**config.mk**
```make
export PLATFORM = sky130hd
export DESIGN_NAME = npc_out
export DESIGN_NICKNAME = d
export VERILOG_FILES = /design/src/design/nearest_palette_color_defines.svh /design/src/design/npc_pkg.sv /design/src/design/npc_out.sv
export SDC_FILE = /design/constraint.sdc
export NUM_CORES = 1
export LEC_CHECK = 0
export BUFFER_PORTS_ARGS = -buffer_cell sky130_fd_sc_hd__buf_2
export CAP_MARGIN = 10
export CORE_MARGIN = 2
export CORE_UTILIZATION = 42
export CTS_CLUSTER_DIAMETER = 120
export DETAILED_ROUTE_END_ITERATION = 8
export HOLD_SLACK_MARGIN = 0.02
export PLACE_DENSITY_LB_ADDON = 0.2
export SLEW_MARGIN = 5
export SYNTH_ARGS = -nofsm -noshare
export SYNTH_HDL_FRONTEND = slang
export SYNTH_SLANG_ARGS = --single-unit
```
**constraint.sdc**
```tcl
create_clock -name clk -period 2.9 [get_ports clk]
set_input_delay 0 -clock clk [delete_from_list [all_inputs] [get_ports clk]]
set_output_delay 0 -clock clk [all_outputs]
set_load 0.02 [all_outputs]
```
**src/design/nearest_palette_color_defines.svh**
```systemverilog
// Assertion macros for the nearest palette colour block.
`ifndef NEAREST_PALETTE_COLOR_DEFINES_SVH
`define NEAREST_PALETTE_COLOR_DEFINES_SVH

`ifndef SYNTHESIS

`define NPC_ASSERT_IMPLY(label, clk, rst, ante, cons) \
  label: assert property (@(posedge clk) disable iff (rst) (ante) |-> (cons)) \
    else $error("npc assertion failed");

`define NPC_ASSERT_NEXT(label, clk, rst, ante, cons) \
  label: assert property (@(posedge clk) disable iff (rst) (ante) |=> (cons)) \
    else $error("npc assertion failed");

`else

`define NPC_ASSERT_IMPLY(label, clk, rst, ante, cons)

`define NPC_ASSERT_NEXT(label, clk, rst, ante, cons)

`endif

`endif

```
**src/design/npc_pkg.sv**
```systemverilog
// Shared types, palette table and distance function for the palette quantiser.
package npc_pkg;

  localparam int PAL_SIZE = 16;
  localparam int IDX_W    = 4;
  localparam int COL_W    = 8;
  localparam int DIST_W   = 18;
  localparam int LATENCY  = PAL_SIZE + 1;

  localparam logic [DIST_W-1:0] DIST_MAX = '1;

  localparam logic [COL_W-1:0] PAL_R [PAL_SIZE] = '{
    8'h00, 8'h44, 8'h88, 8'hbb, 8'h99, 8'h66, 8'h00, 8'h00,
    8'h00, 8'h00, 8'h33, 8'hff, 8'hdd, 8'hff, 8'hff, 8'hff};
  localparam logic [COL_W-1:0] PAL_G [PAL_SIZE] = '{
    8'h00, 8'h44, 8'h88, 8'hbb, 8'h66, 8'h33, 8'h66, 8'haa,
    8'h99, 8'h00, 8'h00, 8'h00, 8'h00, 8'h66, 8'hff, 8'hff};
  localparam logic [COL_W-1:0] PAL_B [PAL_SIZE] = '{
    8'h00, 8'h44, 8'h88, 8'hbb, 8'h33, 8'h00, 8'h00, 8'h00,
    8'hff, 8'hcc, 8'h99, 8'h99, 8'h00, 8'h00, 8'h00, 8'hff};

  typedef struct packed {
    logic              valid;
    logic [COL_W-1:0]  red;
    logic [COL_W-1:0]  green;
    logic [COL_W-1:0]  blue;
    logic [DIST_W-1:0] cur_d;
    logic [DIST_W-1:0] best_d;
    logic [IDX_W-1:0]  best_idx;
  } stage_t;

  function automatic logic [2*COL_W-1:0] sq_diff(input logic [COL_W-1:0] a,
                                                  input logic [COL_W-1:0] b);
    logic [COL_W-1:0] d;
    d = (a > b) ? (a - b) : (b - a);
    return d * d;
  endfunction

  function automatic logic [DIST_W-1:0] pal_dist(input logic [COL_W-1:0] r,
                                                 input logic [COL_W-1:0] g,
                                                 input logic [COL_W-1:0] b,
                                                 input logic [IDX_W-1:0] k);
    logic [DIST_W-1:0] sr, sg, sb;
    sr = DIST_W'(sq_diff(r, PAL_R[k]));
    sg = DIST_W'(sq_diff(g, PAL_G[k]));
    sb = DIST_W'(sq_diff(b, PAL_B[k]));
    return sr + sg + sb;
  endfunction

endpackage

```
**src/design/npc_out.sv**
```systemverilog
// Final compare for the last entry and the registered result.
module npc_out import npc_pkg::*; (
  input  logic             clk,
  input  logic             rst,
  input  stage_t           last,
  output logic             done,
  output logic [IDX_W-1:0] pal_index,
  output logic [COL_W-1:0] out_red,
  output logic [COL_W-1:0] out_green,
  output logic [COL_W-1:0] out_blue
);

  logic [IDX_W-1:0] pick;

  assign pick = (last.cur_d < last.best_d) ? IDX_W'(PAL_SIZE - 1) : last.best_idx;

  always_ff @(posedge clk) begin
    if (rst) begin
      done <= 1'b0;
    end else begin
      done <= last.valid;
    end
  end

  always_ff @(posedge clk) begin
    pal_index <= pick;
    out_red   <= PAL_R[pick];
    out_green <= PAL_G[pick];
    out_blue  <= PAL_B[pick];
  end

endmodule

```
==> results.toml <==
[status]
outcome = "finished clean"

[global_routing]
grt_pass1_vias = 1145
top_usage_layer = "met2"
antenna_found_initial = 0
use_met2 = 0.330
overflow = 0
met3_usage = 0.0246
grt_pass1_wl_mm = 4.26
met1_usage = 0.152
grt_use_total = 0.160
grt_start_max_net_pins = 17

[timing]
layout_setup_ws_ns = 1.36
hold_violations = 0
rsz0062_at_grt = "false"
setup_viol = 0
fin_crit_sh = 0.531
relSlewSlack = 0.469
period_minus_slack_ns = 1.54
report.final.slew_viol_count = 0
whs_ns = 0.0640
clock.fmax_ghz = 0.650
setup_tns_ns = 0
worstMarginPinSlew_ns = 0.797

[clocking]
cts_buffers = 3
cts_setup_buffers = 0
clock-root-buffer = "clkbuf_4"
cts_tree = "built"
cts.sinks = 17
path_clk_slew_ns = 0.09
cts.path.max_buffers = 2
post_cts_resized = 0
htreeDepth = 1

[synth]
synth_edf_count = 0
synth-seq-cells = 17
synth_nets = 235
ys_warn_count = 0
synth_top_area_share = 0.280
synth_cell_type_count = 29
yosys-top-cells-area = "dfxtp_1, ha_1, buf_4"
yosys-top-cells-count = "inv_1, dfxtp_1, ha_1"
synth_most_common_cell = "inv_1"
synth_area_leader_cell = "dfxtp_1"
avgSynthCellArea_um2 = 8.05
synth_cells = 151
async_flop_share = 0
yosysSeqAreaShare = 0.280
yosys_most_used_dff = "dfxtp_1"
synth_area_um2 = 1220

[route]
drc = 0
wl_per_cell_um = 10.3
vias = 1215
drt_iter0_drc = 15
antenna_left = 0
via_per_inst = 5.02
firstDrtPassIters = 5
drt_wl_total_mm = 2.50

[cells_and_area]
multiInputGateArea_um2 = 679
syn2layout_area_growth_pct = 26.9
final_design_area_no_fill_um2 = 1540
seq_area_um2 = 340
final_core_util = 0.559
n_fill_cell = 271
drive_gt1_frac = 0.408
num-nets-final = 296
insertedDiodeCount = 0

[floorplanning]
die_area_um2 = 3340
initial_core_util = 0.441
core_area_um2 = 2760
die_h_um = 57.8
std_cell_rows = 19
io_pins = 96
die_w_um = 57.8

[place]
portBuffers = 71
place_area_um2 = 1500
gp_congestion = 0.771
post-dp-hpwl_mm = 2.13
pre_cts_ws_ns = 1.03

[power]
cellPowerDensity_nw_per_um2 = 409
peakVddDrop_mv = 0.383
leakagePower_nw = 0.806

[worst_setup_path]
required_ns = 3.04
crit_arrival_ns = 1.68
end_kind = "flip-flop"
path_max_fanout = 16
crit_start = "last[20]"
crit_path_end = "out_blue[3]$_DFF_P_"
crit_type = "input pin to flip-flop"
startpoint_type = "input pin"

[worst_hold_path]
min_path_type = "input pin to flip-flop"
worstHoldPathCells = 2

[job]
cap_viol_max_count = 0
what timing repair did:
item / in CTS / in global routing
setup endpoints to repair: 0 / 0
endpoints found under the hold margin: 1 / 0
hold buffers: 2 / 0
kinds of logic after synthesis:
group / after synthesis / synth area share
AO/OA/AOI/OAI: 44 / 0.247
AND/OR/NAND/NOR: 34 / 0.129
multiplexers: 1 / 0.00823
buffers and inverters: 38 / 0.162
flip-flops: 17 / 0.280
adder cells (fa/ha/maj): 17 / 0.175
registers in the layout, indices dropped and copies added (netlist names):
name       flops
out_blue       4
out_green      4
pal_index      4
done           1
out_red        4
worst min-delay path by stage:
stage,start,to,slack (ns)
2_1_floorplan,rst,done$_SDFF_PP0_,0.07
3_3_place_gp,rst,done$_SDFF_PP0_,0.16
3_5_place_dp,rst,done$_SDFF_PP0_,0.17
4_1_cts,last[1],out_red[6]$_DFF_P_,0.06
5_1_grt,last[1],out_red[6]$_DFF_P_,0.1
6_report,last[1],out_red[6]$_DFF_P_,0.06
per-stage QoR:
| stage | total power [mW] | std cells |
|---|---|---|
| final | 0.631 | 242 |
| after global routing | 0.673 | 242 |
| after CTS | 0.641 | 242 |
| after floorplan | 0.451 | 151 |
| after detailed placement | 0.515 | 236 |
| after global placement | 0.507 | 236 |
layer usage:
| metal | vias up | share of wire |
|---|---|---|
| li1 | 632 | - |
| met1 | 534 | 0.38 |
| met2 | 45 | 0.53 |
| met3 | 4 | 0.074 |
| met4 | 0 | 0.016 |
| met5 | - | 0 |
critical path, stage by stage:
cell      delay (ns)
buf_2           0.08
inv_1           0.03
ha_1            0.30
nand4_1         0.14
nor3_1          0.22
o41a_1          0.71
o221ai_1        0.20
power by group:
| part | switching (mW) | leakage [nW] | internal (mW) |
|---|---|---|---|
| logic | 0.143 | 0.649 | 0.0980 |
| registers | 0.00841 | 0.142 | 0.258 |
| clock network | 0.0693 | 0.0150 | 0.0535 |
| total | 0.221 | 0.806 | 0.410 |
layout by cell type (no fill, tap or decap):
cell and count:
o21ai_0 11, a211oi_2 1, o21bai_2 1, nand4_1 3, a22oi_1 1, buf_2 71, o21ai_2 8, nor2b_1 2
mux2i_1 1, a31oi_1 4, nand2_1 9, dlygate4sd3_1 2, dfxtp_1 17, o22ai_2 1, nor2_1 10, nand2b_1 3
o221ai_1 2, clkbuf_1 1, clkbuf_4 3, o41a_1 1, o21ai_1 1, buf_4 1, nand3_1 2, a211oi_1 1
a21o_1 1, inv_1 20, o211ai_1 1, a21oi_1 10, nor3_1 5, ha_1 17
layout make-up:
type | count | share of cell area
Sequential cell | 17 | 0.221
Inverter | 20 | 0.0487
Clock buffer | 4 | 0.0170
Tap cell | 31 | 0.0251
Multi-Input combinational cell | 96 | 0.440
Timing Repair Buffer | 74 | 0.248
Power figures use the tool's default switching activity.
