**config.mk**
```make
export PLATFORM = sky130hd
export DESIGN_NAME = npc_cell
export DESIGN_NICKNAME = d
export VERILOG_FILES = /design/src/design/nearest_palette_color_defines.svh /design/src/design/npc_pkg.sv /design/src/design/npc_cell.sv
export SDC_FILE = /design/constraint.sdc
export NUM_CORES = 1
export LEC_CHECK = 0
export BUFFER_PORTS_ARGS = -buffer_cell sky130_fd_sc_hd__buf_4
export CAP_MARGIN = 10
export CORE_MARGIN = 8
export CORE_UTILIZATION = 50
export DETAILED_ROUTE_END_ITERATION = 10
export GPL_ROUTABILITY_DRIVEN = 1
export MAX_ROUTING_LAYER = met4
export PLACE_DENSITY = 0.71
export SYNTH_ARGS = -nofsm -noshare
export SYNTH_HDL_FRONTEND = slang
export SYNTH_SLANG_ARGS = --single-unit
```
**constraint.sdc**
```tcl
create_clock -name clk -period 16.6 [get_ports clk]
set_clock_uncertainty 0.1 [all_clocks]
set_input_delay 3.32 -clock clk [delete_from_list [all_inputs] [get_ports clk]]
set_output_delay 3.32 -clock clk [all_outputs]
set_load 0.05 [all_outputs]
```
**src/design/nearest_palette_color_defines.svh**
```systemverilog
// Assertion macros for the nearest palette colour block.
`ifndef NEAREST_PALETTE_COLOR_DEFINES_SVH
`define NEAREST_PALETTE_COLOR_DEFINES_SVH

`ifndef SYNTHESIS

`define NPC_ASSERT_IMPLY(label, clk, rst, ante, cons) \
  label: assert property (@(posedge clk) disable iff (rst) (ante) |-> (cons)) \
    else $error("npc assertion failed");

`define NPC_ASSERT_NEXT(label, clk, rst, ante, cons) \
  label: assert property (@(posedge clk) disable iff (rst) (ante) |=> (cons)) \
    else $error("npc assertion failed");

`else

`define NPC_ASSERT_IMPLY(label, clk, rst, ante, cons)

`define NPC_ASSERT_NEXT(label, clk, rst, ante, cons)

`endif

`endif

```
**src/design/npc_pkg.sv**
```systemverilog
// Shared types, palette table and distance function for the palette quantiser.
package npc_pkg;

  localparam int PAL_SIZE = 16;
  localparam int IDX_W    = 4;
  localparam int COL_W    = 8;
  localparam int DIST_W   = 18;
  localparam int LATENCY  = PAL_SIZE + 1;

  localparam logic [DIST_W-1:0] DIST_MAX = '1;

  localparam logic [COL_W-1:0] PAL_R [PAL_SIZE] = '{
    8'h00, 8'h44, 8'h88, 8'hbb, 8'h99, 8'h66, 8'h00, 8'h00,
    8'h00, 8'h00, 8'h33, 8'hff, 8'hdd, 8'hff, 8'hff, 8'hff};
  localparam logic [COL_W-1:0] PAL_G [PAL_SIZE] = '{
    8'h00, 8'h44, 8'h88, 8'hbb, 8'h66, 8'h33, 8'h66, 8'haa,
    8'h99, 8'h00, 8'h00, 8'h00, 8'h00, 8'h66, 8'hff, 8'hff};
  localparam logic [COL_W-1:0] PAL_B [PAL_SIZE] = '{
    8'h00, 8'h44, 8'h88, 8'hbb, 8'h33, 8'h00, 8'h00, 8'h00,
    8'hff, 8'hcc, 8'h99, 8'h99, 8'h00, 8'h00, 8'h00, 8'hff};

  typedef struct packed {
    logic              valid;
    logic [COL_W-1:0]  red;
    logic [COL_W-1:0]  green;
    logic [COL_W-1:0]  blue;
    logic [DIST_W-1:0] cur_d;
    logic [DIST_W-1:0] best_d;
    logic [IDX_W-1:0]  best_idx;
  } stage_t;

  function automatic logic [2*COL_W-1:0] sq_diff(input logic [COL_W-1:0] a,
                                                  input logic [COL_W-1:0] b);
    logic [COL_W-1:0] d;
    d = (a > b) ? (a - b) : (b - a);
    return d * d;
  endfunction

  function automatic logic [DIST_W-1:0] pal_dist(input logic [COL_W-1:0] r,
                                                 input logic [COL_W-1:0] g,
                                                 input logic [COL_W-1:0] b,
                                                 input logic [IDX_W-1:0] k);
    logic [DIST_W-1:0] sr, sg, sb;
    sr = DIST_W'(sq_diff(r, PAL_R[k]));
    sg = DIST_W'(sq_diff(g, PAL_G[k]));
    sb = DIST_W'(sq_diff(b, PAL_B[k]));
    return sr + sg + sb;
  endfunction

endpackage

```
**src/design/npc_cell.sv**
```systemverilog
// One cell of the search chain: distance to its own entry, compare for the previous one.
module npc_cell import npc_pkg::*; (
  input  logic             clk,
  input  logic             rst,
  input  logic [IDX_W-1:0] cell_idx,
  input  stage_t           prev,
  output stage_t           next
);

  logic              valid;
  logic              valid_next;
  logic [COL_W-1:0]  red, green, blue;
  logic [DIST_W-1:0] cur_d;
  logic [DIST_W-1:0] best_d, best_d_next;
  logic [IDX_W-1:0]  best_idx, best_idx_next;

  assign valid_next = prev.valid;

  // previous cell's distance belongs to entry cell_idx - 1
  always_comb begin
    if (prev.cur_d < prev.best_d) begin
      best_d_next   = prev.cur_d;
      best_idx_next = cell_idx - IDX_W'(1);
    end else begin
      best_d_next   = prev.best_d;
      best_idx_next = prev.best_idx;
    end
  end

  always_ff @(posedge clk) begin
    if (rst) begin
      valid <= 1'b0;
    end else begin
      valid <= valid_next;
    end
  end

  always_ff @(posedge clk) begin
    red      <= prev.red;
    green    <= prev.green;
    blue     <= prev.blue;
    cur_d    <= pal_dist(prev.red, prev.green, prev.blue, cell_idx);
    best_d   <= best_d_next;
    best_idx <= best_idx_next;
  end

  assign next = '{valid: valid, red: red, green: green, blue: blue, cur_d: cur_d,
                  best_d: best_d, best_idx: best_idx};

endmodule

```
==> metrics.md, run 1 <==
| Metric | Value |
|---|---|
| Fin. Hold Viols | 0 |
| Max Slew Vio Count | 0 |
| MaxCap Viol Count | 0 |
| Gr usage total | 20.3% |
| Layout overhead on the synthesized area | 15.0% |
| I/O Buffers | around 140 |
| Drt wl/cell | 15.0 µm |
| Final nets | roughly 1700 |
| Synth top area share | a little over a quarter |
| Primary FF master, synth | dfxtp_1 |
| # rows | 52 |
| Final Util | approximately 58% |
| Critical path startpoint category | input port |
| Count leader, synth | inv_1 |
| Slew HR | a little over a fifth |
| DRT Pass-1 Iters | 5 |
| Hold/Removal Path Class | input port to flop |
| Critical path endpoint | cur_d[17] |
| YS warnings | 0 |
| # DRC | 0 |
| Yosys reg bits | 65 |
| CTS Hold Bufs | 0 |
| Pin count of the biggest net entering global routing | 46 |
| Slowest cell on crit path | xnor2_1 |
| Synth Instances | 1196 |
| EDFF count, synth | 0 |
| Routed WL | around 24000 µm |
| CTS resizes | 0 |
| Grt ovf | 0 |
| Ys async rst share | 0% |
| Number of post-CTS setup repair buffers | 0 |
| Area after DPL | 11500 µm² |
| Die Ht | approximately 160 µm |
| Clock Sinks | 65 |
| Share of cells above drive strength 1 | around 14% |
| RSZ-0062 raised after global routing | false |
| Post-DRT Antenna Nets | 0 |
| WS Path Type | input port to flop |
| Worst-path fanout max | 12 |
| Die area | roughly 25000 µm² |
| Mapped Area | about 10000 µm² |
| CTS Buffer Depth | 2 |
| Area of the core | roughly 20000 µm² |
| Post-layout min period | ~13 ns |
| Req. time, crit path | between 15 and 20 ns |
| RePlAce Congestion | roughly 0.9 |
| Number of global-route vias before repair | approximately 8800 |
| Reg clk slew, reported paths | 0.07 ns |
| Vias | about 8000 |
| Slew @ Worst Pin | 1.16 ns |
| Origin of the worst setup path | cell_idx[1] |
| CTS root buf | clkbuf_16 |
| Cts bufs inserted | 9 |
| Die Wd | around 160 µm |
| 1st-iter DRT viols | around 500 |
| Ant diodes | 0 |
| Avg Inst Size Synth | approximately 8.6 µm² |
| Final instance area | 11800 µm² |
| Final setup vio count | 0 |
| Initial antenna violation count | 0 |
| Endpoint class of the critical path | flop |
| H-tree depth | 3 |
| CTS tree | done |
| Most numerous cell on the critical path | fa_1 |
| DR vias/cell | 5.14 |
| Syn_nets | about 1600 |
| Initial Util | around 51% |
| Global-route wire length before repair | roughly 41000 µm |
| Synth unique cells | 60 |
| Status | finished clean |
| CP arrival | around 13 ns |
| Fin Setup TNS | 0 ns |
| Commonest cells in the netlist | 261 x inv_1, 146 x ha_1, 139 x fa_1 |
| HPWL after DPL | about 20000 µm |
| Sequential element share of the synthesized area | between 10% and 20% |
| Final worst path period share | about three quarters |
| Synth top area cells | fa_1 27%, ha_1 18%, dfxtp_1 13% |
| I/O pins | between 100 and 150 |
| Cell accounting for the most synthesized area | fa_1 |
| Crit path largest cell delay | roughly 0.90 ns |
| Highest clock rate | between 70 and 80 MHz |
-- registers in the layout, summed over array words and instances, names as in the netlist --
register / cells
red: 8
cur_d: 18
valid: 1
green: 8
best_idx: 4
blue: 8
best_d: 18
-- layout by cell type (no fill, tap or decap), types with 8 or more instances in the layout --
| cell | netlist | final |
|---|---|---|
| nand2_1 | 96 | 96 |
| nand2b_1 | 22 | 22 |
| buf_4 | 1 | 142 |
| a21oi_1 | 47 | 47 |
| o21ai_0 | 14 | 14 |
| xnor2_1 | 22 | 22 |
| or2_2 | 13 | 13 |
| nand3_1 | 14 | 14 |
| o211ai_1 | 20 | 20 |
| o21bai_1 | 9 | 9 |
| a221oi_1 | 20 | 20 |
| ha_1 | 146 | 146 |
| o21a_1 | 9 | 9 |
| mux2i_1 | 15 | 15 |
| fa_1 | 139 | 139 |
| nor2b_1 | 8 | 8 |
| clkbuf_16 | 0 | 9 |
| a21o_1 | 20 | 20 |
| inv_1 | 261 | 261 |
| xor2_1 | 9 | 9 |
| and2_1 | 8 | 8 |
| nor2_1 | 128 | 128 |
| dfxtp_1 | 65 | 65 |
-- per-layer routing --
| metal | global-route usage (%) | wire length, µm | vias up | part of all wire (%) |
|---|---|---|---|---|
| met5 | - | 0 | - | 0 |
| met4 | 7.76 | 673 | 0 | 2.8 |
| met3 | 3.05 | 1110 | 52 | 4.6 |
| met2 | 35.1 | 12000 | 195 | 50 |
| met1 | 23.4 | 10100 | 3897 | 42 |
| li1 | - | - | 4028 | - |
-- kinds of logic (layout without fill, tap and decap cells) --
family	Yosys count	after routing	share of synthesized area, %
mux	17	17	1.68
simple gates	314	314	13.7
fa+ha+maj	285	285	45.0
compound gates	184	184	12.5
xor+xnor	35	35	3.28
flops	65	65	12.7
buf+inv	296	419	11.1
-- per-stage QoR --
step / std cells / hold WS (ns) / setup WS [ns]
after global placement: 1573 / 3.34 / 3.75
after CTS: 1589 / 2.96 / 3.85
final: 1589 / 2.97 / 3.84
after floorplan: 1196 / 3.25 / 4.87
after detailed placement: 1573 / 3.34 / 3.52
after global routing: 1589 / 2.97 / 3.17
-- how the worst min path moves through the flow --
stage	endpoint	cells after the start	start
floorplan	blue[0]	0	prev[40]
global placement	red[7]	1	prev[63]
detailed placement	red[7]	1	prev[63]
CTS	green[7]	1	prev[55]
global route	red[7]	1	prev[63]
finish	green[7]	1	prev[55]
-- worst max-delay path, delay by kind of cell --
| kind | cells | cell delay [ns] |
|---|---|---|
| adders and majority gates | 11 | 4.81 |
| AOI/OAI and AO/OA | 10 | 2.00 |
| xor gates and xnor gates | 2 | 1.05 |
| and+or+nand+nor | 4 | 0.93 |
| buffers and inverters | 7 | 0.51 |
| muxes | 1 | 0.31 |
-- area by class of cell --
type	instances	area, µm²
Inverter	261	980
Clock inverter	7	61.3
Timing Repair Buffer	142	1070
Fill cell	1837	8380
Multi-Input combinational cell	835	7820
Tap cell	270	338
Sequential cell	65	1300
Clock buffer	9	225
Power of run 1 is not shown: default switching activity piles up to over one toggle a cycle in this logic, so the estimate is an artifact.
==> run 2: changes to the inputs <==
--- a/config.mk
+++ b/config.mk
@@ -12,7 +12,7 @@
 export DETAILED_ROUTE_END_ITERATION = 10
 export GPL_ROUTABILITY_DRIVEN = 1
 export MAX_ROUTING_LAYER = met4
-export PLACE_DENSITY = 0.71
+export PLACE_DENSITY = 0.73
 export SYNTH_ARGS = -nofsm -noshare
 export SYNTH_HDL_FRONTEND = slang
 export SYNTH_SLANG_ARGS = --single-unit
==> constraint.sdc (replaced) <==
create_clock -name clk -period 11.2 [get_ports clk]
set_clock_uncertainty 0.1 [all_clocks]
set_input_delay 2.24 -clock clk [delete_from_list [all_inputs] [get_ports clk]]
set_output_delay 2.24 -clock clk [all_outputs]
set_load 0.05 [all_outputs]
==> run 2 against run 1 <==
Sequential share of layout area fell by 0.29 points. Cell area is 2.7% higher. Worst hold slack worse by 1.1 ns. Setup slack got worse by 3.5 ns. First-iteration DRC count fell by 14%. Via count grew 2.9%. Die area unchanged. Count of clock-buffer cells in the layout grew 1. Critical endpoint is now cur_d[15].
==> metrics.md, run 2 (same netlist as run 1, synthesis figures left out) <==
| Metric | Value |
|---|---|
| Global-route wire length before repair | 42400 µm (+2.3%) |
| CP arrival | 11.00 ns (-1.95 ns) |
| I/O Buffers | 135 (unchanged) |
| Layout overhead on the synthesized area | 18.1% |
| Status | finished clean |
| Worst-path fanout max | 7 (-5) |
| CTS Buffer Depth | 2 (unchanged) |
| Crit path largest cell delay | 0.58 ns (-0.32 ns) |
| Area of the core | 20200 µm² (unchanged) |
| # rows | 52 (unchanged) |
| WS Path Type | input port to flop |
| Grt ovf | 0 (unchanged) |
| Vias | 8412 (+2.9%) |
| Req. time, crit path | 11.38 ns (-5.41 ns) |
| Slowest cell on crit path | fa_1 |
| CTS root buf | clkbuf_16 |
| Post-layout min period | about 11 ns |
| Hold_ws | 1.90 ns (-1.07 ns) |
| Initial Util | 50.8% (unchanged) |
| Fin Setup TNS | 0 ns (unchanged) |
| Endpoint class of the critical path | flop |
| I/O pins | 136 (unchanged) |
| Pin count of the biggest net entering global routing | 46 (unchanged) |
| Cts bufs inserted | 9 (unchanged) |
| Number of global-route vias before repair | 9023 (+3.1%) |
| H-tree depth | 3 (unchanged) |
| Final worst path period share | a little over nine tenths |
| Critical path startpoint category | input port |
| Slew HR | 42.6% (+21 points) |
| Slew @ Worst Pin | 0.859 ns (-0.303 ns) |
| Most frequent cells in the layout | 261 x inv_1, 175 x buf_4, 145 x ha_1 |
| Most numerous cell on the critical path | fa_1 |
| Die Wd | 159 µm (unchanged) |
| Most common cell after layout, fill and taps aside | inv_1 |
| Routed WL | 24400 µm (+2.2%) |
| Gr usage total | 20.6% (+0.33 points) |
| CTS tree | done |
| Final setup vio count | 0 (unchanged) |
| Post-DRT Antenna Nets | 0 (unchanged) |
| Initial antenna violation count | 0 (unchanged) |
| Clock Sinks | 65 (unchanged) |
| # DRC | 0 (unchanged) |
| Filler cells | 1795 (-2.3%) |
| 1st-iter DRT viols | 427 (-14%) |
| Hold/Removal Path Class | input port to flop |
| Drt wl/cell | 15.0 µm (about the same) |
| Final nets | 1704 (+2.0%) |
| Reg clk slew, reported paths | 0.07 ns (about the same) |
| Max Slew Vio Count | 0 (unchanged) |
| MaxCap Viol Count | 0 (unchanged) |
| Ant diodes | 0 (unchanged) |
| Share of cells above drive strength 1 | 16.9% (+2.9 points) |
| Die area | 25300 µm² (unchanged) |
| DRT Pass-1 Iters | 5 (unchanged) |
| RePlAce Congestion | 0.940 (+4.8%) |
| DR vias/cell | 5.18 (+0.78%) |
| Biggest regs | best_d x18, cur_d x18 |
| HPWL after DPL | 20700 µm (+4.7%) |
| Die Ht | 159 µm (unchanged) |
| Highest clock rate | roughly 92 MHz |
| Fin. Hold Viols | 0 (unchanged) |
==> run 2: cell count changes in the layout (fill, tap and decap cells not counted), sizes merged <==
cell / delta
buf: +33
clkbuf: +2
inv: -1
==> run 2: final timing paths <==
check	depth (start not counted)	from	to	slack [ns]
worst max-delay path	36	cell_idx[1]	cur_d[15]	0.38
worst min-delay path	1	prev[55]	green[7]	1.90
==> run 2: through the flow <==
step	worst slack, ns	area, µm²	utilization (%)	cells
3_5_place_dp	-0.256	11700	58.1	1602
4_1_cts	0.0658	12000	59.5	1618
6_report	0.378	12100	60.0	1623
3_3_place_gp	-0.0805	11700	58.1	1602
5_1_grt	-0.0305	12100	60.0	1623
2_1_floorplan	0.549	10200	-	1196
==> run 2: per-layer routing <==
layer | routed length, µm | global-route usage [%]
met5 | 0 | -
met4 | 549 | 7.55
met3 | 1300 | 3.21
met2 | 12400 | 35.8
met1 | 10200 | 23.8
==> run 2: what timing repair did <==
action | CTS | global route
setup endpoints to repair | 0 | 6
endpoints found under the hold margin | 0 | 0
resized for setup | 0 | 13
hold buffers | 0 | 0
buffers inserted | 0 | 5
==> run 2: final cells by class <==
type	count	area [µm²]	share of cell area, %
Clock buffer	10	239	1.97
Clock inverter	6	48.8	0.403
Inverter	261	980	8.09
Multi-Input combinational cell	835	7880	65.1
Sequential cell	65	1300	10.7
Tap cell	270	338	2.79
Timing Repair Buffer	176	1320	10.9
==> run 2: critical path, delay by kind of cell <==
family,cells,cell delay (ns)
and+or+nand+nor,3,0.61
adders and majority gates,11,4.81
xor gates and xnor gates,1,0.14
buffers and inverters,9,0.86
AOI/OAI and AO/OA,12,2.29
Power of run 2 is left out for the same reason.
==> run 3: changes to the inputs <==
--- a/config.mk
+++ b/config.mk
@@ -12,7 +12,7 @@
 export DETAILED_ROUTE_END_ITERATION = 10
 export GPL_ROUTABILITY_DRIVEN = 1
 export MAX_ROUTING_LAYER = met4
-export PLACE_DENSITY = 0.73
+export PLACE_DENSITY = 0.71
 export SYNTH_ARGS = -nofsm -noshare
 export SYNTH_HDL_FRONTEND = slang
 export SYNTH_SLANG_ARGS = --single-unit
==> constraint.sdc (replaced) <==
create_clock -name clk -period 12.1 [get_ports clk]
set_clock_uncertainty 0.1 [all_clocks]
set_input_delay 2.42 -clock clk [delete_from_list [all_inputs] [get_ports clk]]
set_output_delay 2.42 -clock clk [all_outputs]
set_load 0.1 [all_outputs]
==> run 3 against run 2 <==
Die area did not move. Highest routed layer unchanged. First-iteration DRC count rose by 0.94%. Count of clock-buffer cells in the layout fell by 1.
==> metrics.md, run 3 (same netlist as run 1, synthesis figures left out) <==
| Metric | Value |
|---|---|
| WS Path Type | input port to flop |
| Critical path startpoint category | input port |
| Final worst path period share | a little over nine tenths |
| # rows | 52 (unchanged) |
| Hold Startpoint | prev[55] |
| Slowest cell on crit path | fa_1 |
| Number of post-CTS setup repair buffers | 0 (unchanged) |
| Filler cells | 1840 (+2.5%) |
| Endpoint class of the critical path | flop |
| Hold/Removal Path Class | input port to flop |
| Most common cell after layout, fill and taps aside | inv_1 |
| Status | finished clean |
| Final nets | 1683 (-1.2%) |
| Biggest regs | best_d x18, cur_d x18 |
| Fin. Hold Viols | 0 (unchanged) |
| Number of global-route vias before repair | 8662 (-4.0%) |
| MaxCap Viol Count | 0 (unchanged) |
| Die Wd | 159 µm (unchanged) |
| Reg clk slew, reported paths | 0.07 ns (about the same) |
| Slew HR | 43.3% (+0.71 points) |
| CTS root buf | clkbuf_16 |
| Ant diodes | 0 (unchanged) |
| Drt wl/cell | 14.8 µm (-1.4%) |
| Cts bufs inserted | 9 (unchanged) |
| WHS Path Cells | 1 (unchanged) |
| Most numerous cell on the critical path | fa_1 |
| Routed WL | 23800 µm (-2.7%) |
| Initial Util | 50.8% (unchanged) |
| HPWL after DPL | 20100 µm (-2.7%) |
| Hold_ws | 2.08 ns (+0.185 ns) |
| Max Slew Vio Count | 0 (unchanged) |
| CTS Buffer Depth | 2 (unchanged) |
| Grt ovf | 0 (unchanged) |
| I/O pins | 136 (unchanged) |
| Crit path largest cell delay | 0.54 ns (-0.04 ns) |
| DRT Pass-1 Iters | 5 (unchanged) |
| CP arrival | 11.61 ns (+0.61 ns) |
| H-tree depth | 3 (unchanged) |
| 1st-iter DRT viols | 431 (+0.94%) |
| Die Ht | 159 µm (unchanged) |
| RePlAce Congestion | 0.894 (-4.9%) |
| Clock Sinks | 65 (unchanged) |
| Final setup vio count | 0 (unchanged) |
| Gr usage total | 20.0% (-0.62 points) |
| Most frequent cells in the layout | 261 x inv_1, 155 x buf_4, 146 x ha_1 |
| Worst-path fanout max | 10 (+3) |
| Area of the core | 20200 µm² (unchanged) |
| DR vias/cell | 5.14 (-0.80%) |
| Global-route wire length before repair | 40800 µm (-3.7%) |
| Footprint of the multi-input gates | 7860 µm² (-0.33%) |
| Req. time, crit path | 12.28 ns (+0.90 ns) |
| Slew @ Worst Pin | 0.851 ns (-0.00783 ns) |
| Final Util | 59.1% (-0.91 points) |
| Layout overhead on the synthesized area | 16.4% |
| Vias | 8237 (-2.1%) |
| Post-DRT Antenna Nets | 0 (unchanged) |
| Reg area | 1300 µm² (unchanged) |
| Post-layout min period | 11.43 ns |
| # DRC | 0 (unchanged) |
| Die area | 25300 µm² (unchanged) |
| Fin Setup TNS | 0 ns (unchanged) |
| I/O Buffers | 135 (unchanged) |
| CTS tree | done |
| Pin count of the biggest net entering global routing | 37 (-20%) |
| RSZ-0062 raised after global routing | false |
| Share of cells above drive strength 1 | 15.2% (-1.7 points) |
| Hold Path Sink | green[7] |
| CTS Hold Bufs | 0 (unchanged) |
| Initial antenna violation count | 0 (unchanged) |
| Highest clock rate | around 90 MHz |
## run 3: worst max-delay path by stage
stage           startpoint        end  slack [ns]  cells after the start
3_3_place_gp   cell_idx[1]  cur_d[17]        0.48                     37
4_1_cts        cell_idx[1]  cur_d[17]        0.59                     37
5_1_grt        cell_idx[0]  cur_d[17]        0.07                     36
2_1_floorplan  cell_idx[2]  cur_d[17]        1.27                     32
6_report       cell_idx[0]  cur_d[17]        0.67                     36
3_5_place_dp   cell_idx[1]  cur_d[17]        0.25                     37
## run 3: through the flow
stage | setup WS (ns) | area [µm²] | instances
6_report | 0.674 | 11900 | 1602
5_1_grt | 0.0688 | 11900 | 1602
4_1_cts | 0.589 | 11900 | 1602
3_5_place_dp | 0.246 | 11600 | 1586
3_3_place_gp | 0.482 | 11600 | 1586
2_1_floorplan | 1.27 | 10200 | 1196
## run 3: timing repair
item                                   CTS  global route
setup endpoints to repair                0             1
endpoints found under the hold margin    0             0
gates resized for setup                  0             5
## run 3: area by class of cell
type / count / area share [%]
Multi-Input combinational cell: 835 / 65.9
Sequential cell: 65 / 10.9
Timing Repair Buffer: 155 / 9.76
Inverter: 261 / 8.21
Tap cell: 270 / 2.83
Clock buffer: 9 / 1.89
Clock inverter: 7 / 0.514
## run 3: metal layers
| metal | global-route usage [%] | share of wire (%) | routed length (µm) |
|---|---|---|---|
| met1 | 23.4 | 43 | 10300 |
| met2 | 33.8 | 49 | 11600 |
| met3 | 3.70 | 4.6 | 1100 |
| met4 | 7.50 | 3.0 | 718 |
| met5 | - | 0 | 0 |
## run 3: worst max-delay path, delay by kind of cell
| kind | cells | cell delay, ns |
|---|---|---|
| XOR/XNOR | 2 | 0.39 |
| adder cells (fa/ha/maj) | 11 | 4.72 |
| multiplexers | 1 | 0.27 |
| buffers and inverters | 8 | 0.58 |
| AO/OA/AOI/OAI | 10 | 2.09 |
| AND/OR/NAND/NOR | 4 | 1.14 |
Power of run 3 is left out for the same reason.
